$ cat src/hw/rtl/position_report_throttle_top_macros.svh
// assertion macros for the position report throttle
// expects signals named clock and reset in the including module
`ifndef POSITION_REPORT_THROTTLE_TOP_MACROS_SVH
`define POSITION_REPORT_THROTTLE_TOP_MACROS_SVH

// same-cycle implication
`define PRT_ASSERT_IMPL(lbl, ante, cons, msg) \
   lbl: assert property (@(posedge clock) disable iff (reset) (ante) |-> (cons)) \
      else $error(msg);

// next-cycle implication
`define PRT_ASSERT_NEXT(lbl, ante, cons, msg) \
   lbl: assert property (@(posedge clock) disable iff (reset) (ante) |=> (cons)) \
      else $error(msg);

`endif

$ cat src/hw/rtl/prt_pkg.sv
// types, constants and the arctangent table of the position report throttle
// no dependencies
package prt_pkg;

   localparam int DP_W = 34;
   localparam int CORDIC_STEPS_DEF = 24;
   localparam int DIST_W = 25;
   localparam int CSR_IDX_W = 1;
   localparam int CSR_DATA_W = 32;
   localparam int SQ_VW = 61;
   localparam int SQ_RW = 31;

   localparam logic [CSR_IDX_W-1:0] CSR_MAX_INTERVAL = 1'd0;
   localparam logic [CSR_IDX_W-1:0] CSR_MIN_DISTANCE = 1'd1;

   localparam logic [1:0] WHY_HELD     = 2'd0;
   localparam logic [1:0] WHY_FIRST    = 2'd1;
   localparam logic [1:0] WHY_INTERVAL = 2'd2;
   localparam logic [1:0] WHY_DISTANCE = 2'd3;

   localparam logic [31:0] MAX_INTERVAL_RST = 32'd60000;
   localparam logic [DIST_W-1:0] MIN_DISTANCE_RST = 25'd50;

   localparam logic signed [DP_W-1:0] GAIN_INV_Q30 = 34'sd652032874;
   localparam logic signed [DP_W-1:0] PI_Q30       = 34'sd3373259426;
   localparam logic signed [DP_W-1:0] HALF_PI_Q30  = 34'sd1686629713;
   localparam logic signed [DP_W-1:0] TWO_PI_Q30   = 34'sd6746518852;
   localparam logic signed [DP_W-1:0] DEG_SCALE    = 34'sd2012227627;
   localparam logic signed [DP_W-1:0] TWO_RADIUS_M = 34'sd12742000;
   localparam logic [DIST_W-1:0] DIST_SAT = 25'd20015087;

   typedef struct packed {
      logic signed [30:0] lat_e7;
      logic signed [31:0] lon_e7;
      logic [31:0]        now_ms;
   } req_type;

   typedef struct packed {
      logic              publish;
      logic [1:0]        why;
      logic [DIST_W-1:0] distance_m;
   } rsp_type;

   typedef struct packed {
      logic load;
      logic run;
      logic vectoring;
   } cordic_ctl_type;

   typedef struct packed {
      logic load;
      logic run;
   } sqrt_ctl_type;

   // atan(2^-i) in q30, rounded
   function automatic logic [30:0] prt_atan_q30(input logic [5:0] idx);
      logic [30:0] val;
      val = '0;
      unique case (idx)
         6'd0: val = 31'd843314857;
         6'd1: val = 31'd497837829;
         6'd2: val = 31'd263043837;
         6'd3: val = 31'd133525159;
         6'd4: val = 31'd67021687;
         6'd5: val = 31'd33543516;
         6'd6: val = 31'd16775851;
         6'd7: val = 31'd8388437;
         6'd8: val = 31'd4194283;
         6'd9: val = 31'd2097149;
         6'd31: val = 31'd1;
         default: begin
            if (idx >= 6'd10 && idx <= 6'd30) begin
               val = 31'd1 << (6'd30 - idx);
            end else begin
               val = '0;
            end
         end
      endcase
      return val;
   endfunction

endpackage

$ cat src/hw/rtl/prt_isqrt.sv
// floor square root of a 61-bit value, one result bit per cycle while run is held
// depends on prt_pkg
module prt_isqrt (
   input  logic                          clock,
   input  logic                          reset,
   input  prt_pkg::sqrt_ctl_type         ctl,
   input  logic [prt_pkg::SQ_VW-1:0]     value,
   output logic [prt_pkg::SQ_RW-1:0]     root,
   output logic                          last
);
   import prt_pkg::*;

   logic [4:0] cnt_ff, cnt_in;
   logic [SQ_VW-1:0] v_ff, v_in, r_ff, r_in, bit_val;
   logic [SQ_VW:0] trial;

   assign bit_val = SQ_VW'(1) << (6'd60 - {cnt_ff, 1'b0});
   assign trial = {1'b0, r_ff} + {1'b0, bit_val};

   always_comb begin
      cnt_in = cnt_ff;
      v_in = v_ff;
      r_in = r_ff;
      priority if (ctl.load) begin
         cnt_in = '0;
         v_in = value;
         r_in = '0;
      end else if (ctl.run) begin
         cnt_in = cnt_ff + 1'b1;
         if ({1'b0, v_ff} >= trial) begin
            v_in = v_ff - trial[SQ_VW-1:0];
            r_in = (r_ff >> 1) + bit_val;
         end else begin
            r_in = r_ff >> 1;
         end
      end
   end

   always_ff @(posedge clock) begin
      if (reset) begin
         cnt_ff <= '0;
      end else begin
         cnt_ff <= cnt_in;
      end
      v_ff <= v_in;
      r_ff <= r_in;
   end

   assign root = r_ff[SQ_RW-1:0];
   assign last = ctl.run && (cnt_ff == 5'd30);

endmodule
$ cat config.mk
export PLATFORM = sky130hd
export DESIGN_NAME = prt_isqrt
export DESIGN_NICKNAME = d
export VERILOG_FILES = /design/src/hw/rtl/position_report_throttle_top_macros.svh /design/src/hw/rtl/prt_pkg.sv /design/src/hw/rtl/prt_isqrt.sv
export SDC_FILE = /design/constraint.sdc
export NUM_CORES = 1
export LEC_CHECK = 0
export ABC_AREA = 1
export BUFFER_PORTS_ARGS = -buffer_cell sky130_fd_sc_hd__buf_2
export CAP_MARGIN = 10
export CELL_PAD_IN_SITES_DETAIL_PLACEMENT = 2
export CELL_PAD_IN_SITES_GLOBAL_PLACEMENT = 2
export CORE_MARGIN = 3
export CORE_UTILIZATION = 33
export DETAILED_ROUTE_END_ITERATION = 16
export PLACE_DENSITY_LB_ADDON = 0.1
export RECOVER_POWER = 50
export SYNTH_ARGS = -nofsm -noshare
export SYNTH_HDL_FRONTEND = slang
export SYNTH_SLANG_ARGS = --single-unit
$ cat constraint.sdc
create_clock -name clock -period 9.1 [get_ports clock]
set_input_delay 0.91 -clock clock [delete_from_list [all_inputs] [get_ports clock]]
set_output_delay 0.91 -clock clock [all_outputs]
set_load 0.01 [all_outputs]
==> impl_metrics.tcl <==
set metrics [dict create \
    syn_inst 3100 \
    ctsRootBufferMaster "clkbuf_16" \
    crit_buf_inv 4 \
    rows 84 \
    final_util_pct 36.30 \
    synth_top_area_share_pct 19.70 \
    syn_area_per_cell_um2 5.709 \
    clk_latency_ns 0.50 \
    drtPass1Iterations 5 \
    wire_per_inst_um 24.24 \
    grt_pass1_vias 23128 \
    cellPowerDensity_nw_per_um2 301.8 \
    wirelength_mm 93.16 \
    cp-start-kind "flip-flop" \
    worst_slew_pin_slew_ns 3.599 \
    synth_edf_count 61 \
    cts-resized-gates 0 \
    grt_usage_pct 32.87 \
    maxCapViolations 3 \
    hp-class "reg2reg" \
    critical-path-top-delay-family "simple AND/OR/NAND/NOR gates" \
    fp.coreArea_um2 52760 \
    finalHoldViolCount 0 \
    p_leak_nw 8.266 \
    cts_tree "done" \
    finalCritPeriodShare_pct 91.38 \
    antenna_found_initial 0 \
    pre_cts_slack_ns 0.5960 \
    port_buffers 96 \
    gr-total-overflow 0 \
    rsz0062_at_grt "false" \
    ctsHtreeMaxLevel 4 \
    synthFlopType "dfxtp_1" \
    cpPeakStageDelay_ns 0.71 \
    syn_to_final_growth_pct 8.201 \
    drtIter0Drc 1274 \
    ys_seq_area_share_pct 17.82 \
    fp.dieH_um 237.6 \
    synth_warnings 0 \
    cp.arrival_ns 8.43 \
    worst-setup-path-type "reg2reg" \
    cts_buffer_depth 2 \
    slew_headroom_pct -140.0 \
    diodes 0 \
    ys_types 58 \
    setup_ws_ns 0.7843 \
    place.detailed.hpwl_mm 78.46 \
    min_period_ns 8.316 \
    numClockSinks 127 \
    ys_seq_elements 127 \
    yosysTopAreaCell "nand2_1" \
    die_area_um2 56450 \
    grt_pass1_wl_mm 140.5 \
    cp_max_fo 61 \
    cp_slowest_cell "buf_4" \
    max_freq_mhz 120.3 \
    finClkSkew_ns 0.01657 \
    clkTransAtPathRegs_ns 0.07 \
    dp.cells 3812 \
    endpoint_kind "flip-flop" \
    violations "capacitance limit, slew limit" \
    post_cts_buffers 0 \
    grt_max_degree 71 \
    routabilityCongestion 1.012 \
    required_ns 9.21 \
    drcViolationCount 0 \
    ant_nets 0 \
    peakVddDrop_mv 0.1506 \
    die_w_um 237.6 \
    cts_hold_buf 0 \
    detail_route.vias_per_cell 5.512 \
    finalNonFillerCells 3844 \
    drv_slew 137 \
    start_util_pct 33.54 \
    hold_ws_ns 0.5059 \
    netlist_top_cells_area "nand2_1, edfxtp_1, inv_1" \
    vias 21189 \
    numCtsBuffers 17 \
    setup_viol 0 \
    critPathMostFrequentCell "nand2_1" \
    layout.nets 3327 \
    fin_setup_tns_ns 0 \
    drive_above_1_share_pct 6.147 \
    num_io_pins 97 \
    status "finished with violations" \
    syn_area_um2 17700 \
    syn-num-nets 3284 \
    async_flop_share_pct 0 \
]
sequential cells by signal (all words and copies together) (netlist names):
signal  cells
r_ff       61
v_ff       61
cnt_ff      5
layout make-up:
class | count | area [um2]
clock buffers | 22 | 516.7
clock inverters | 10 | 70.07
fillers | 6776 | 33610
inverters | 466 | 1750
multi-input cells | 2423 | 12290
flip-flops and latches | 127 | 3153
well taps | 688 | 860.8
repair buffers | 108 | 513.0
worst paths after layout:
path | cells past startpoint | slack, ns | start | end
hold reg to reg | 2 | 0.51 | r_ff[0]$_SDFFE_PP0P_ | r_ff[0]$_SDFFE_PP0P_
hold / removal | 2 | 0.51 | r_ff[0]$_SDFFE_PP0P_ | r_ff[0]$_SDFFE_PP0P_
setup / recovery | 33 | 0.78 | cnt_ff[1]$_SDFFE_PP0P_ | v_ff[54]$_DFFE_PP_
setup reg to reg | 33 | 0.78 | cnt_ff[1]$_SDFFE_PP0P_ | v_ff[54]$_DFFE_PP_
per-stage QoR:
stage	power [mW]	area, um2
4_1_cts	5.757	19210
6_report	5.779	19150
5_1_grt	6.235	19150
3_5_place_dp	4.977	18620
2_1_floorplan	3.639	17700
3_3_place_gp	4.787	18620
cells in the final DEF, fill, tap and decap left out, types with 7 or more instances in the layout:
cell       count
ha_1         118
nand2_1      929
nand3_2       13
a21o_1        13
a211oi_1       7
edfxtp_1      61
a221oi_1      10
nor3_1        49
nand4_1       27
clkbuf_1      36
o21ai_0      179
nor4_1        10
nand2_2       10
o21a_1        10
o21bai_1      13
dfxtp_1       66
nor2_2         9
buf_4          7
clkbuf_16     19
or2_2         33
xor2_1        54
a31oi_1       15
xnor2_1       32
nand3_1      257
buf_2         63
a21oi_1      230
inv_1        458
nor2_1       352
nand3b_1       9
worst register-to-register path, delay by kind of cell, from the launching register on:
family | cells | cell delay (ns)
AOI/OAI and AO/OA | 4 | 1.27
xor gates and xnor gates | 1 | 0.25
and+or+nand+nor | 21 | 3.69
DFF | 1 | 0.49
buffers and inverters | 4 | 1.03
adders and majority gates | 3 | 1.09
power breakdown:
part / leakage, nW / internal, mW / switching (mW)
combinational: 6.82 / 1.18 / 2.70
clock: 0.290 / 0.403 / 0.334
sequential: 1.15 / 0.887 / 0.272
total: 8.27 / 2.47 / 3.31
cells by family after synthesis:
family	after synthesis	share of synthesized area [%]
and+or+nand+nor	1712	40.95
buffers and inverters	550	12.80
AOI/OAI and AO/OA	506	15.72
DFF	127	17.82
adders and majority gates	119	8.455
xor gates and xnor gates	86	4.256
synthesized netlist by cell type, types with 5 or more instances:
master	n
nor2_2	9
nand2_2	10
o21ai_0	178
buf_6	8
nand4_1	27
ha_1	118
a211oi_1	7
a21o_1	13
a21boi_0	5
inv_2	6
buf_4	31
xor2_1	54
o21bai_1	13
nand3_1	257
nor3_1	49
a221oi_1	10
a21oi_1	230
edfxtp_1	61
xnor2_1	32
buf_1	7
clkbuf_1	28
dfxtp_1	66
nor4_1	11
nand3b_1	9
nand2_1	929
buf_2	9
o21a_1	10
a31oi_1	15
inv_1	458
nand3_2	13
nor2_1	352
or2_2	33
metal layers:
metal	part of all wire [%]	wire length [um]	global-route usage [%]	vias up
li1	-	-	-	10094
met1	44	40890	40.51	10497
met2	48	44770	57.55	426
met3	2.7	2533	2.808	172
met4	5.3	4964	16.59	0
met5	0	0	0	-
(Power assumes the default switching activity.)
