==> config.mk <==
export PLATFORM = sky130hd
export DESIGN_NAME = prt_cordic
export DESIGN_NICKNAME = d
export VERILOG_FILES = /design/src/hw/rtl/position_report_throttle_top_macros.svh /design/src/hw/rtl/prt_pkg.sv /design/src/hw/rtl/prt_cordic.sv
export SDC_FILE = /design/constraint.sdc
export NUM_CORES = 1
export LEC_CHECK = 0
export ABC_AREA = 1
export ABC_CLOCK_PERIOD_IN_PS = 7100
export BUFFER_PORTS_ARGS = -buffer_cell sky130_fd_sc_hd__buf_2
export CAP_MARGIN = 20
export CORE_MARGIN = 2
export CORE_UTILIZATION = 30
export CTS_BUF_LIST = sky130_fd_sc_hd__clkbuf_8
export CTS_CLUSTER_DIAMETER = 50
export DETAILED_ROUTE_END_ITERATION = 6
export GPL_TIMING_DRIVEN = 0
export PLACE_DENSITY = 0.45
export SYNTH_ARGS = -nofsm -noshare
export SYNTH_HDL_FRONTEND = slang
export SYNTH_SLANG_ARGS = --single-unit
==> constraint.sdc <==
create_clock -name clock -period 7.1 [get_ports clock]
set_input_delay 1.065 -clock clock [delete_from_list [all_inputs] [get_ports clock]]
set_output_delay 1.065 -clock clock [all_outputs]
set_load 0.01 [all_outputs]
==> src/hw/rtl/position_report_throttle_top_macros.svh <==
// assertion macros for the position report throttle
// expects signals named clock and reset in the including module
`ifndef POSITION_REPORT_THROTTLE_TOP_MACROS_SVH
`define POSITION_REPORT_THROTTLE_TOP_MACROS_SVH

// same-cycle implication
`define PRT_ASSERT_IMPL(lbl, ante, cons, msg) \
   lbl: assert property (@(posedge clock) disable iff (reset) (ante) |-> (cons)) \
      else $error(msg);

// next-cycle implication
`define PRT_ASSERT_NEXT(lbl, ante, cons, msg) \
   lbl: assert property (@(posedge clock) disable iff (reset) (ante) |=> (cons)) \
      else $error(msg);

`endif

==> src/hw/rtl/prt_pkg.sv <==
// types, constants and the arctangent table of the position report throttle
// no dependencies
package prt_pkg;

   localparam int DP_W = 34;
   localparam int CORDIC_STEPS_DEF = 24;
   localparam int DIST_W = 25;
   localparam int CSR_IDX_W = 1;
   localparam int CSR_DATA_W = 32;
   localparam int SQ_VW = 61;
   localparam int SQ_RW = 31;

   localparam logic [CSR_IDX_W-1:0] CSR_MAX_INTERVAL = 1'd0;
   localparam logic [CSR_IDX_W-1:0] CSR_MIN_DISTANCE = 1'd1;

   localparam logic [1:0] WHY_HELD     = 2'd0;
   localparam logic [1:0] WHY_FIRST    = 2'd1;
   localparam logic [1:0] WHY_INTERVAL = 2'd2;
   localparam logic [1:0] WHY_DISTANCE = 2'd3;

   localparam logic [31:0] MAX_INTERVAL_RST = 32'd60000;
   localparam logic [DIST_W-1:0] MIN_DISTANCE_RST = 25'd50;

   localparam logic signed [DP_W-1:0] GAIN_INV_Q30 = 34'sd652032874;
   localparam logic signed [DP_W-1:0] PI_Q30       = 34'sd3373259426;
   localparam logic signed [DP_W-1:0] HALF_PI_Q30  = 34'sd1686629713;
   localparam logic signed [DP_W-1:0] TWO_PI_Q30   = 34'sd6746518852;
   localparam logic signed [DP_W-1:0] DEG_SCALE    = 34'sd2012227627;
   localparam logic signed [DP_W-1:0] TWO_RADIUS_M = 34'sd12742000;
   localparam logic [DIST_W-1:0] DIST_SAT = 25'd20015087;

   typedef struct packed {
      logic signed [30:0] lat_e7;
      logic signed [31:0] lon_e7;
      logic [31:0]        now_ms;
   } req_type;

   typedef struct packed {
      logic              publish;
      logic [1:0]        why;
      logic [DIST_W-1:0] distance_m;
   } rsp_type;

   typedef struct packed {
      logic load;
      logic run;
      logic vectoring;
   } cordic_ctl_type;

   typedef struct packed {
      logic load;
      logic run;
   } sqrt_ctl_type;

   // atan(2^-i) in q30, rounded
   function automatic logic [30:0] prt_atan_q30(input logic [5:0] idx);
      logic [30:0] val;
      val = '0;
      unique case (idx)
         6'd0: val = 31'd843314857;
         6'd1: val = 31'd497837829;
         6'd2: val = 31'd263043837;
         6'd3: val = 31'd133525159;
         6'd4: val = 31'd67021687;
         6'd5: val = 31'd33543516;
         6'd6: val = 31'd16775851;
         6'd7: val = 31'd8388437;
         6'd8: val = 31'd4194283;
         6'd9: val = 31'd2097149;
         6'd31: val = 31'd1;
         default: begin
            if (idx >= 6'd10 && idx <= 6'd30) begin
               val = 31'd1 << (6'd30 - idx);
            end else begin
               val = '0;
            end
         end
      endcase
      return val;
   endfunction

endpackage

==> src/hw/rtl/prt_cordic.sv <==
// shared cordic unit, rotation and vectoring, one iteration per cycle while run is held
// depends on prt_pkg
module prt_cordic #(
   parameter int STEPS = prt_pkg::CORDIC_STEPS_DEF
) (
   input  logic                                clock,
   input  logic                                reset,
   input  prt_pkg::cordic_ctl_type             ctl,
   input  logic signed [prt_pkg::DP_W-1:0]     x0,
   input  logic signed [prt_pkg::DP_W-1:0]     y0,
   input  logic signed [prt_pkg::DP_W-1:0]     z0,
   output logic signed [prt_pkg::DP_W-1:0]     x,
   output logic signed [prt_pkg::DP_W-1:0]     y,
   output logic signed [prt_pkg::DP_W-1:0]     z,
   output logic                                last
);
   import prt_pkg::*;

   localparam int CW = $clog2(STEPS);

   logic [CW-1:0] cnt_ff, cnt_in;
   logic vec_ff, vec_in;
   logic signed [DP_W-1:0] x_ff, x_in, y_ff, y_in, z_ff, z_in;
   logic signed [DP_W-1:0] dx, dy, ang;
   logic up;

   assign dx  = y_ff >>> cnt_ff;
   assign dy  = x_ff >>> cnt_ff;
   assign ang = signed'(DP_W'(prt_atan_q30(6'(cnt_ff))));
   assign up  = vec_ff ? y_ff[DP_W-1] : !z_ff[DP_W-1];

   always_comb begin
      cnt_in = cnt_ff;
      vec_in = vec_ff;
      x_in = x_ff;
      y_in = y_ff;
      z_in = z_ff;
      priority if (ctl.load) begin
         cnt_in = '0;
         vec_in = ctl.vectoring;
         x_in = x0;
         y_in = y0;
         z_in = z0;
      end else if (ctl.run) begin
         cnt_in = cnt_ff + 1'b1;
         if (up) begin
            x_in = x_ff - dx;
            y_in = y_ff + dy;
            z_in = z_ff - ang;
         end else begin
            x_in = x_ff + dx;
            y_in = y_ff - dy;
            z_in = z_ff + ang;
         end
      end
   end

   always_ff @(posedge clock) begin
      if (reset) begin
         cnt_ff <= '0;
         vec_ff <= 1'b0;
      end else begin
         cnt_ff <= cnt_in;
         vec_ff <= vec_in;
      end
      x_ff <= x_in;
      y_ff <= y_in;
      z_ff <= z_in;
   end

   assign x = x_ff;
   assign y = y_ff;
   assign z = z_ff;
   assign last = ctl.run && (cnt_ff == CW'(STEPS - 1));

endmodule

==> results summary, run 1 <==
The final antenna-violating net count came out at 0. In this run the worst setup path terminates at z[24]. From synthesis to final layout, the design area changed by 13.51%. The clock latency of the later-clocked register in the worst-skew pair came out at 0.50 ns.

The number of buffers created by CTS is 9. For this run, the total global-route usage over all layers was measured as 0.2805. Setup repair after global routing left no endpoint under its margin. In this run the worst hold path is classified as flip-flop to flip-flop. The initial utilization of the core area, before any placement, comes to 0.3043.

In the layout the commonest cells are sky130_fd_sc_hd__nand2_1, sky130_fd_sc_hd__nand3_1, sky130_fd_sc_hd__nor2_1, sky130_fd_sc_hd__buf_2, sky130_fd_sc_hd__inv_1. The number of hold buffers added after cts came out at 0. The final core utilization came out at 0.3454. The via count of the first global-routing pass is slightly below 20000. The die covers a little under 60000 µm². The area taken by flip-flops and latches came out at ~3200 µm².

Adding up every negative setup slack in the final design gives 0 ns. On the critical path, the stage with the largest delay is an instance of sky130_fd_sc_hd__o21ai_1. The number of antenna violations at the first check in global routing was 2.

The mapped cell area came out at approximately 17000 µm². The largest net degree at the start of global routing came out at 57. IR analysis of the VDD net gives a maximum drop of around 0.21 mV. The cell area after layout is roughly 20000 µm².

The die span in x is ~240 µm. In the final layout, the multi-input gates occupy 12580 µm². After detailed routing, the total wire length is 84.92 mm. Of the total power, the share spent switching nets is 0.6113. For this run, the number of Yosys warnings is 0.

The max-slew violation count is 0. The number of hold violations in the final report was 0. The share of synthesized flip-flops with an asynchronous set or reset came out at 0.

Across all setup checks in the final design, the least slack found is 0.6918 ns. The hold path depth is 2. Static timing analysis puts the maximum clock frequency at 156.1 MHz.

The post-synth net total is between 3000 and 4000. Clock-pin slew was measured on the worst setup and hold paths at around 0.15 ns. Routability-driven placement finished with a final weighted congestion of 1.045.

Summed over all instances, the cell type with the most area after synthesis is sky130_fd_sc_hd__nand2_1. The power density over the cells came out at 602.8 nW/µm². The sequential power share is 0.142.

On the worst path, the slowest cell contributes a delay of 0.48 ns. The count of input and output buffers came out at approximately 210. The die height is ~240 µm.

The wire length of the first global-routing pass came out at 125.4 mm. The most common cell after layout, fill and taps aside is sky130_fd_sc_hd__nand2_1. The data required time of the worst path is roughly 7.4 ns. Clock tree synthesis found a total of 108 sinks. Tracing the worst setup path back leads to its startpoint at cnt_ff[0]. The count of flip-flops with a built-in enable after synthesis came out at 102. Fill cells in the final layout number 6549. The analysis attributes to net switching a power of 7.204 mW.

The number of standard cells after synthesis is 2966. Of the total power, combinational logic draws 0.817. The worst-case clock skew is 0.03367 ns. The worst register-to-register path begins at cnt_ff[0]. The launching element type of the critical path is a flip-flop. In this run the cell area measured after placement is 19350 µm². Headroom to the max-slew limit came out at 0.2233. 210 I/O pins were placed. The total DRC errors in the routed layout is 0.

The share of the Yosys chip area taken by registers is 0.1848. The count of final setup violators came out at 0. The worst slack at placement came out at 0.4840 ns.

The total setup buffers inserted after CTS is 0. The longest clock path from root to sink contains 2 buffers. Row generation in the floorplan step produced 87 rows. Detailed routing inserted a total of 21366 vias. Counting distinct cell types in the post-synthesis netlist gives 47. The reg-to-reg setup timing slack is about 0.69 ns. The master cell of the clock root buffer is sky130_fd_sc_hd__clkbuf_8. Before antenna repair, the detailed router went through 6 iterations. The leakage power summed over all cells is 9.883 nW. The number of cells traversed by the worst register-to-register path came out at 33. The routed wirelength normalized by instance count came out at 21.47 µm.

The cell-internal power is 4.580 mW. STA puts the critical path data arrival time at 6.69 ns. Each instance of the synthesized netlist takes up on average 5.807 µm². Synthesis inferred 108 register bits. After the last flow step, the layout net total stands at 3410. The number of maximum-capacitance constraint violations is 0. The top cell type's share of synthesized area is 0.2190. By area the synthesized netlist is led by sky130_fd_sc_hd__nand2_1, sky130_fd_sc_hd__edfxtp_1, sky130_fd_sc_hd__nand3_1.

The via density per instance came out at 5.402. The run finished with clean final reports. Of the cells placed in the final design, the portion with a size suffix greater than 1 is 0.1204. Dividing the final minimum period by the clock period gives 0.9026. The total overflow left after global routing is 0. The final total power is 11.78 mW. The part of the total power dissipated in the clock network came out at 0.041. The worst setup path is of the flip-flop to flip-flop kind. The final period demand of the worst path came out at 6.408 ns. The detailed-placement wirelength estimate is 70.42 mm.

The H-tree generated during clock tree synthesis spans 3 levels. TritonCTS built the clock tree. The slew at the pin with the worst max-slew slack came out at 1.165 ns. The endpoint kind of the worst setup timing path is a flip-flop. The most used flip-flop cell after synthesis is sky130_fd_sc_hd__edfxtp_1. By instance count, the cell type seen most on the critical path is sky130_fd_sc_hd__nand2_1. The largest fanout of any net on the critical path came out at 11. In this run the critical register-to-register path is captured at z[24].

After floorplanning, the core was sized to cover 56600 µm². The detailed router finished its first iteration with between 2000 and 2500 violations. The post-CTS resize count is 0.
==> area by class of cell <==
cell class | count | area share
Buffer | 106 | 0.02534
Sequential cell | 108 | 0.1628
Tap cell | 756 | 0.04838
Inverter | 258 | 0.04954
Antenna cell | 1 | 0.0001280
Clock inverter | 7 | 0.003776
Timing Repair Buffer | 216 | 0.05997
Multi-Input combinational cell | 2494 | 0.6437
Clock buffer | 9 | 0.006336
==> worst min path at each step <==
stage	from	slack, ns	to
2_1_floorplan	vec_ff	0.45	vec_ff
3_3_place_gp	vec_ff	0.48	vec_ff
3_5_place_dp	vec_ff	0.48	vec_ff
5_1_grt	vec_ff	0.54	vec_ff
4_1_cts	vec_ff	0.50	vec_ff
6_report	vec_ff	0.52	vec_ff
==> power groups by stage <==
stage | registers, mW | logic [mW] | clock network (mW)
floorplan | 1.57 | 6.53 | 0
global placement | 1.71 | 9.36 | 0
detailed placement | 1.71 | 9.39 | 0
CTS | 1.69 | 9.45 | 0.492
global route | 1.71 | 10.8 | 0.507
finish | 1.68 | 9.63 | 0.481
==> sequential cells by signal (all words and copies together), names as in the netlist <==
name	cells
cnt_ff	5
y	34
vec_ff	1
z	34
x	34
==> through the flow <==
step	hold slack [ns]	std cells
4_1_cts	0.5015	3954
2_1_floorplan	0.4483	2966
6_report	0.5187	3955
3_3_place_gp	0.4761	3931
3_5_place_dp	0.4821	3938
5_1_grt	0.5387	3955
==> cells by family after synthesis <==
kind of cell	share of synthesized area
AND/OR/NAND/NOR	0.4787
AO/OA/AOI/OAI	0.1251
buffers and inverters	0.08493
adder cells (fa/ha/maj)	0.08122
flip-flops	0.1848
XOR/XNOR	0.04526
==> cell usage after synthesis (2+ instances only) <==
cell type	count
sky130_fd_sc_hd__nand2_1	1005
sky130_fd_sc_hd__nand3_1	467
sky130_fd_sc_hd__nor2_1	266
sky130_fd_sc_hd__inv_1	243
sky130_fd_sc_hd__a21oi_1	136
sky130_fd_sc_hd__o21ai_0	127
sky130_fd_sc_hd__ha_1	107
sky130_fd_sc_hd__edfxtp_1	102
sky130_fd_sc_hd__xor2_1	62
sky130_fd_sc_hd__or2_2	55
sky130_fd_sc_hd__buf_2	38
sky130_fd_sc_hd__nor3_1	37
sky130_fd_sc_hd__clkbuf_1	35
sky130_fd_sc_hd__nand4_1	29
sky130_fd_sc_hd__xnor2_1	27
sky130_fd_sc_hd__a31oi_1	26
sky130_fd_sc_hd__buf_1	23
sky130_fd_sc_hd__a21o_1	16
sky130_fd_sc_hd__inv_2	13
sky130_fd_sc_hd__nand3b_1	13
sky130_fd_sc_hd__o31ai_1	13
sky130_fd_sc_hd__o21ai_1	11
sky130_fd_sc_hd__a21boi_0	10
sky130_fd_sc_hd__nor2_2	10
sky130_fd_sc_hd__nor4_1	9
sky130_fd_sc_hd__a221oi_1	8
sky130_fd_sc_hd__o211ai_1	8
sky130_fd_sc_hd__o21bai_1	8
sky130_fd_sc_hd__buf_4	7
sky130_fd_sc_hd__nand2_2	7
sky130_fd_sc_hd__dfxtp_1	6
sky130_fd_sc_hd__a211oi_1	5
sky130_fd_sc_hd__nand3_2	4
sky130_fd_sc_hd__nor3_2	4
sky130_fd_sc_hd__o21ai_2	4
sky130_fd_sc_hd__a21oi_2	3
sky130_fd_sc_hd__buf_6	3
sky130_fd_sc_hd__fa_1	3
sky130_fd_sc_hd__nor2_4	3
sky130_fd_sc_hd__o21a_1	3
sky130_fd_sc_hd__and2_1	2
sky130_fd_sc_hd__clkinv_1	2
sky130_fd_sc_hd__nor3b_1	2
==> metal layers <==
metal / routed length, µm / track usage / share of wire
met1: 38190 / 0.3914 / 0.45
met2: 37770 / 0.4466 / 0.44
met3: 6540 / 0.04065 / 0.077
met4: 2403 / 0.08268 / 0.028
met5: 7 / 0 / 0.000082
==> critical path: cells and delay by family, from the launching register on <==
kind | cells | cell delay (ns)
AOI/OAI and AO/OA | 8 | 2.02
and+or+nand+nor | 14 | 1.64
buffers and inverters | 8 | 1.09
adders and majority gates | 3 | 1.07
DFF | 1 | 0.37
No activity file was read; power rests on OpenSTA's default activity.
==> run 2: changes to the inputs <==
MAX_ROUTING_LAYER = met4   (was not set)
==> run 2 against run 1 <==
Net effect: clock-buffer cell count did not move; worst hold slack got worse by 0.016 ns; register-to-register slack got worse by 0.09 ns; fmax fell by 1.3%; non-clock buffer count did not move; sequential power barely moved; critical endpoint unchanged.
==> results summary, run 2 (synthesis results as in run 1) <==
The area of the core came out at 56600 µm² (unchanged). The clock latency of the later-clocked register in the worst-skew pair is 0.49 ns (was 0.50 ns). The layout overhead on the synthesized area came out at 13.42% (was 13.51%). The via density per instance came out at 5.419 (was 5.402). The number of levels in the clock H-tree came to 3 (unchanged). The worst-path cell with the longest stage delay is sky130_fd_sc_hd__o21ai_1 (unchanged). The delay contributed by the slowest stage of the critical path came out at 0.46 ns (was 0.48 ns).

The final-layout fill cell count came out at 6557 (was 6549). The initial core utilization came out at 0.3043 (unchanged). The number of antenna violations at the first check in global routing came out at 1 (was 2). The launching element type of the critical path is a flip-flop (unchanged).

The cell-internal power came out at 4.545 mW (was 4.580 mW). The total via count after detailed routing came to 21434 (was 21366). The routability congestion estimate is 1.057 (was 1.045).

The post-CTS clock slew at the launch and capture registers of the worst setup and hold paths is 0.16 ns (was 0.15 ns). The worst-case clock buffer depth came to 2 (unchanged). The number of hold violations in the final report is 0 (unchanged).

The number of placed I/O pins came out at 210 (unchanged). The data arrival time of the critical path is 6.77 ns (was 6.69 ns). The most common cell after layout, fill and taps aside is sky130_fd_sc_hd__nand2_1 (unchanged). The endpoint kind of the worst setup timing path is a flip-flop (unchanged).

The master cell of the clock root buffer is sky130_fd_sc_hd__clkbuf_8 (unchanged). The total length of routed wires is 85.80 mm (was 84.92 mm). The family with the most delay on the worst path is compound AO/OA/AOI/OAI gates (unchanged).

The largest fanout of any net on the critical path is 11 (unchanged). The number of maximum-capacitance constraint violations is 0 (unchanged). The final cycle utilization of the critical path came out at 0.9147 (was 0.9026). The count of final setup violators was 0 (unchanged).

The critical path start-end classification is flip-flop to flip-flop (unchanged). The buffers plus inverters on the worst setup path came out at 8 (unchanged). The via count of the first global-routing pass is 19851 (was 19791). The routed wirelength normalized by instance count came to 21.69 µm (was 21.47 µm). The die height is 243.6 µm (unchanged). The path type of the worst min-delay path is flip-flop to flip-flop (unchanged).

The placement row count was 87 (unchanged). Result of the run: completed (unchanged). The power density over the cells was 601.5 nW/µm² (was 602.8 nW/µm²).

The share of final-layout standard cells stronger than drive strength 1 is 0.1204 (unchanged). The post-layout worst setup margin came out at 0.6060 ns (was 0.6918 ns). RSZ-0062 raised after global routing: no (unchanged). The slew at the pin with the worst max-slew slack came out at 1.200 ns (was 1.165 ns).

The switching power as a share of total power is 0.6132 (was 0.6113). The setup TNS is 0 ns (unchanged). The final antenna-violating net count was 0 (unchanged). The data required time of the worst path came to 7.38 ns (was 7.39 ns).

The total global routing overflow came to 0 (unchanged). The wire length of the first global-routing pass is 125.1 mm (was 125.4 mm). The die area is 59340 µm² (unchanged). The switching power came out at 7.205 mW (was 7.204 mW). The die span in x is 243.6 µm (unchanged). The worst slack at placement is 0.4164 ns (was 0.4840 ns). The library cell appearing most often on the critical path is sky130_fd_sc_hd__nand2_1 (unchanged).

The portion of total power attributed to combinational logic is 0.820 (was 0.817). The achievable clock frequency is 154.0 MHz (was 156.1 MHz). The clock tree from TritonCTS is yes (unchanged).

The clock sink total is 108 (unchanged). The final core utilization came out at 0.3451 (was 0.3454). The overall global routing resource usage came to 0.2886 (was 0.2805). The max-slew violation count is 0 (unchanged).

The total DRC errors in the routed layout is 0 (unchanged). The sequential power share came out at 0.143 (was 0.142). The worst-case clock skew was 0.03296 ns (was 0.03367 ns). The DRC violation total after the first TritonRoute iteration is 2109 (was 2350).

The count of nets after finishing came out at 3410 (unchanged). The number of buffers created by CTS is 9 (unchanged). The detailed-router iteration count before antenna repair came out at 6 (unchanged).

The worst vdd rail ir drop is 0.2096 mV (was 0.2075 mV). The detailed-placement wirelength estimate is 70.91 mm (was 70.42 mm). The final total power came to 11.75 mW (was 11.78 mW). The leakage power summed over all cells is 9.877 nW (was 9.883 nW). The part of the total power dissipated in the clock network came out at 0.037 (was 0.041). The final period demand of the worst path is 6.494 ns (was 6.408 ns). The count of input and output buffers was 209 (unchanged).

The largest net degree at the start of global routing is 55 (was 57). Commonest cells after routing, fill and taps aside: sky130_fd_sc_hd__nand2_1, sky130_fd_sc_hd__nand3_1, sky130_fd_sc_hd__nor2_1, sky130_fd_sc_hd__buf_2, sky130_fd_sc_hd__inv_1 (unchanged). The worst relative slew slack is 0.2001 (was 0.2233).
run 2: per-stage QoR:
stage / hold slack [ns] / instance area [µm²] / cells
floorplan: 0.4483 / 17220 / 2966
global route: 0.5084 / 19530 / 3955
finish: 0.5030 / 19530 / 3955
CTS: 0.4995 / 19530 / 3954
global placement: 0.4745 / 19210 / 3931
detailed placement: 0.4808 / 19350 / 3938
run 2: path summary, 6_finish.rpt:
path / start / end / slack [ns] / cells past startpoint
worst min-delay path: vec_ff / vec_ff / 0.50 / 2
worst max register to register: cnt_ff[0] / z[24] / 0.61 / 33
worst max-delay path: cnt_ff[0] / z[24] / 0.61 / 33
worst min register to register: vec_ff / vec_ff / 0.50 / 2
run 2: layer usage:
metal / vias to the layer above / track usage / wire length [µm]
met5: - / - / 0
met4: 0 / 0.08124 / 2532
met3: 94 / 0.03800 / 5852
met2: 922 / 0.4483 / 38170
met1: 10084 / 0.3918 / 39240
li1: 10334 / - / -
run 2: power by group through the flow:
stage	registers, mW	clock network [mW]	logic (mW)
after floorplan	1.57	0	6.53
after global placement	1.71	0	9.37
after detailed placement	1.71	0	9.41
after CTS	1.70	0.456	9.46
after global routing	1.72	0.468	10.8
final	1.69	0.434	9.63
run 2: tightest hold or removal path, delay by kind of cell (launching register included):
kind / cells / cell delay [ns]
AO/OA/AOI/OAI: 1 / 0.05
AND/OR/NAND/NOR: 1 / 0.07
flip-flops: 1 / 0.35
run 2: area by class of cell:
type                       count  area, µm²  share of cell area
buffer                       106      495.5             0.02537
antenna                        1      2.502           0.0001281
tap                          756      945.9             0.04842
sequential                   108       3183              0.1630
clock inverter                 7      57.56            0.002946
clock buffer                   9      123.9            0.006341
timing repair buffer         216       1172             0.06002
inverter                     258      968.4             0.04958
multi-input combinational   2494      12580              0.6443
run 2: repair_timing:
item,4_1_cts,5_1_grt
setup endpoints to repair,0,2
hold buffers,0,0
endpoints found under the hold margin,0,0
setup buffers,0,0
resized for setup,0,1
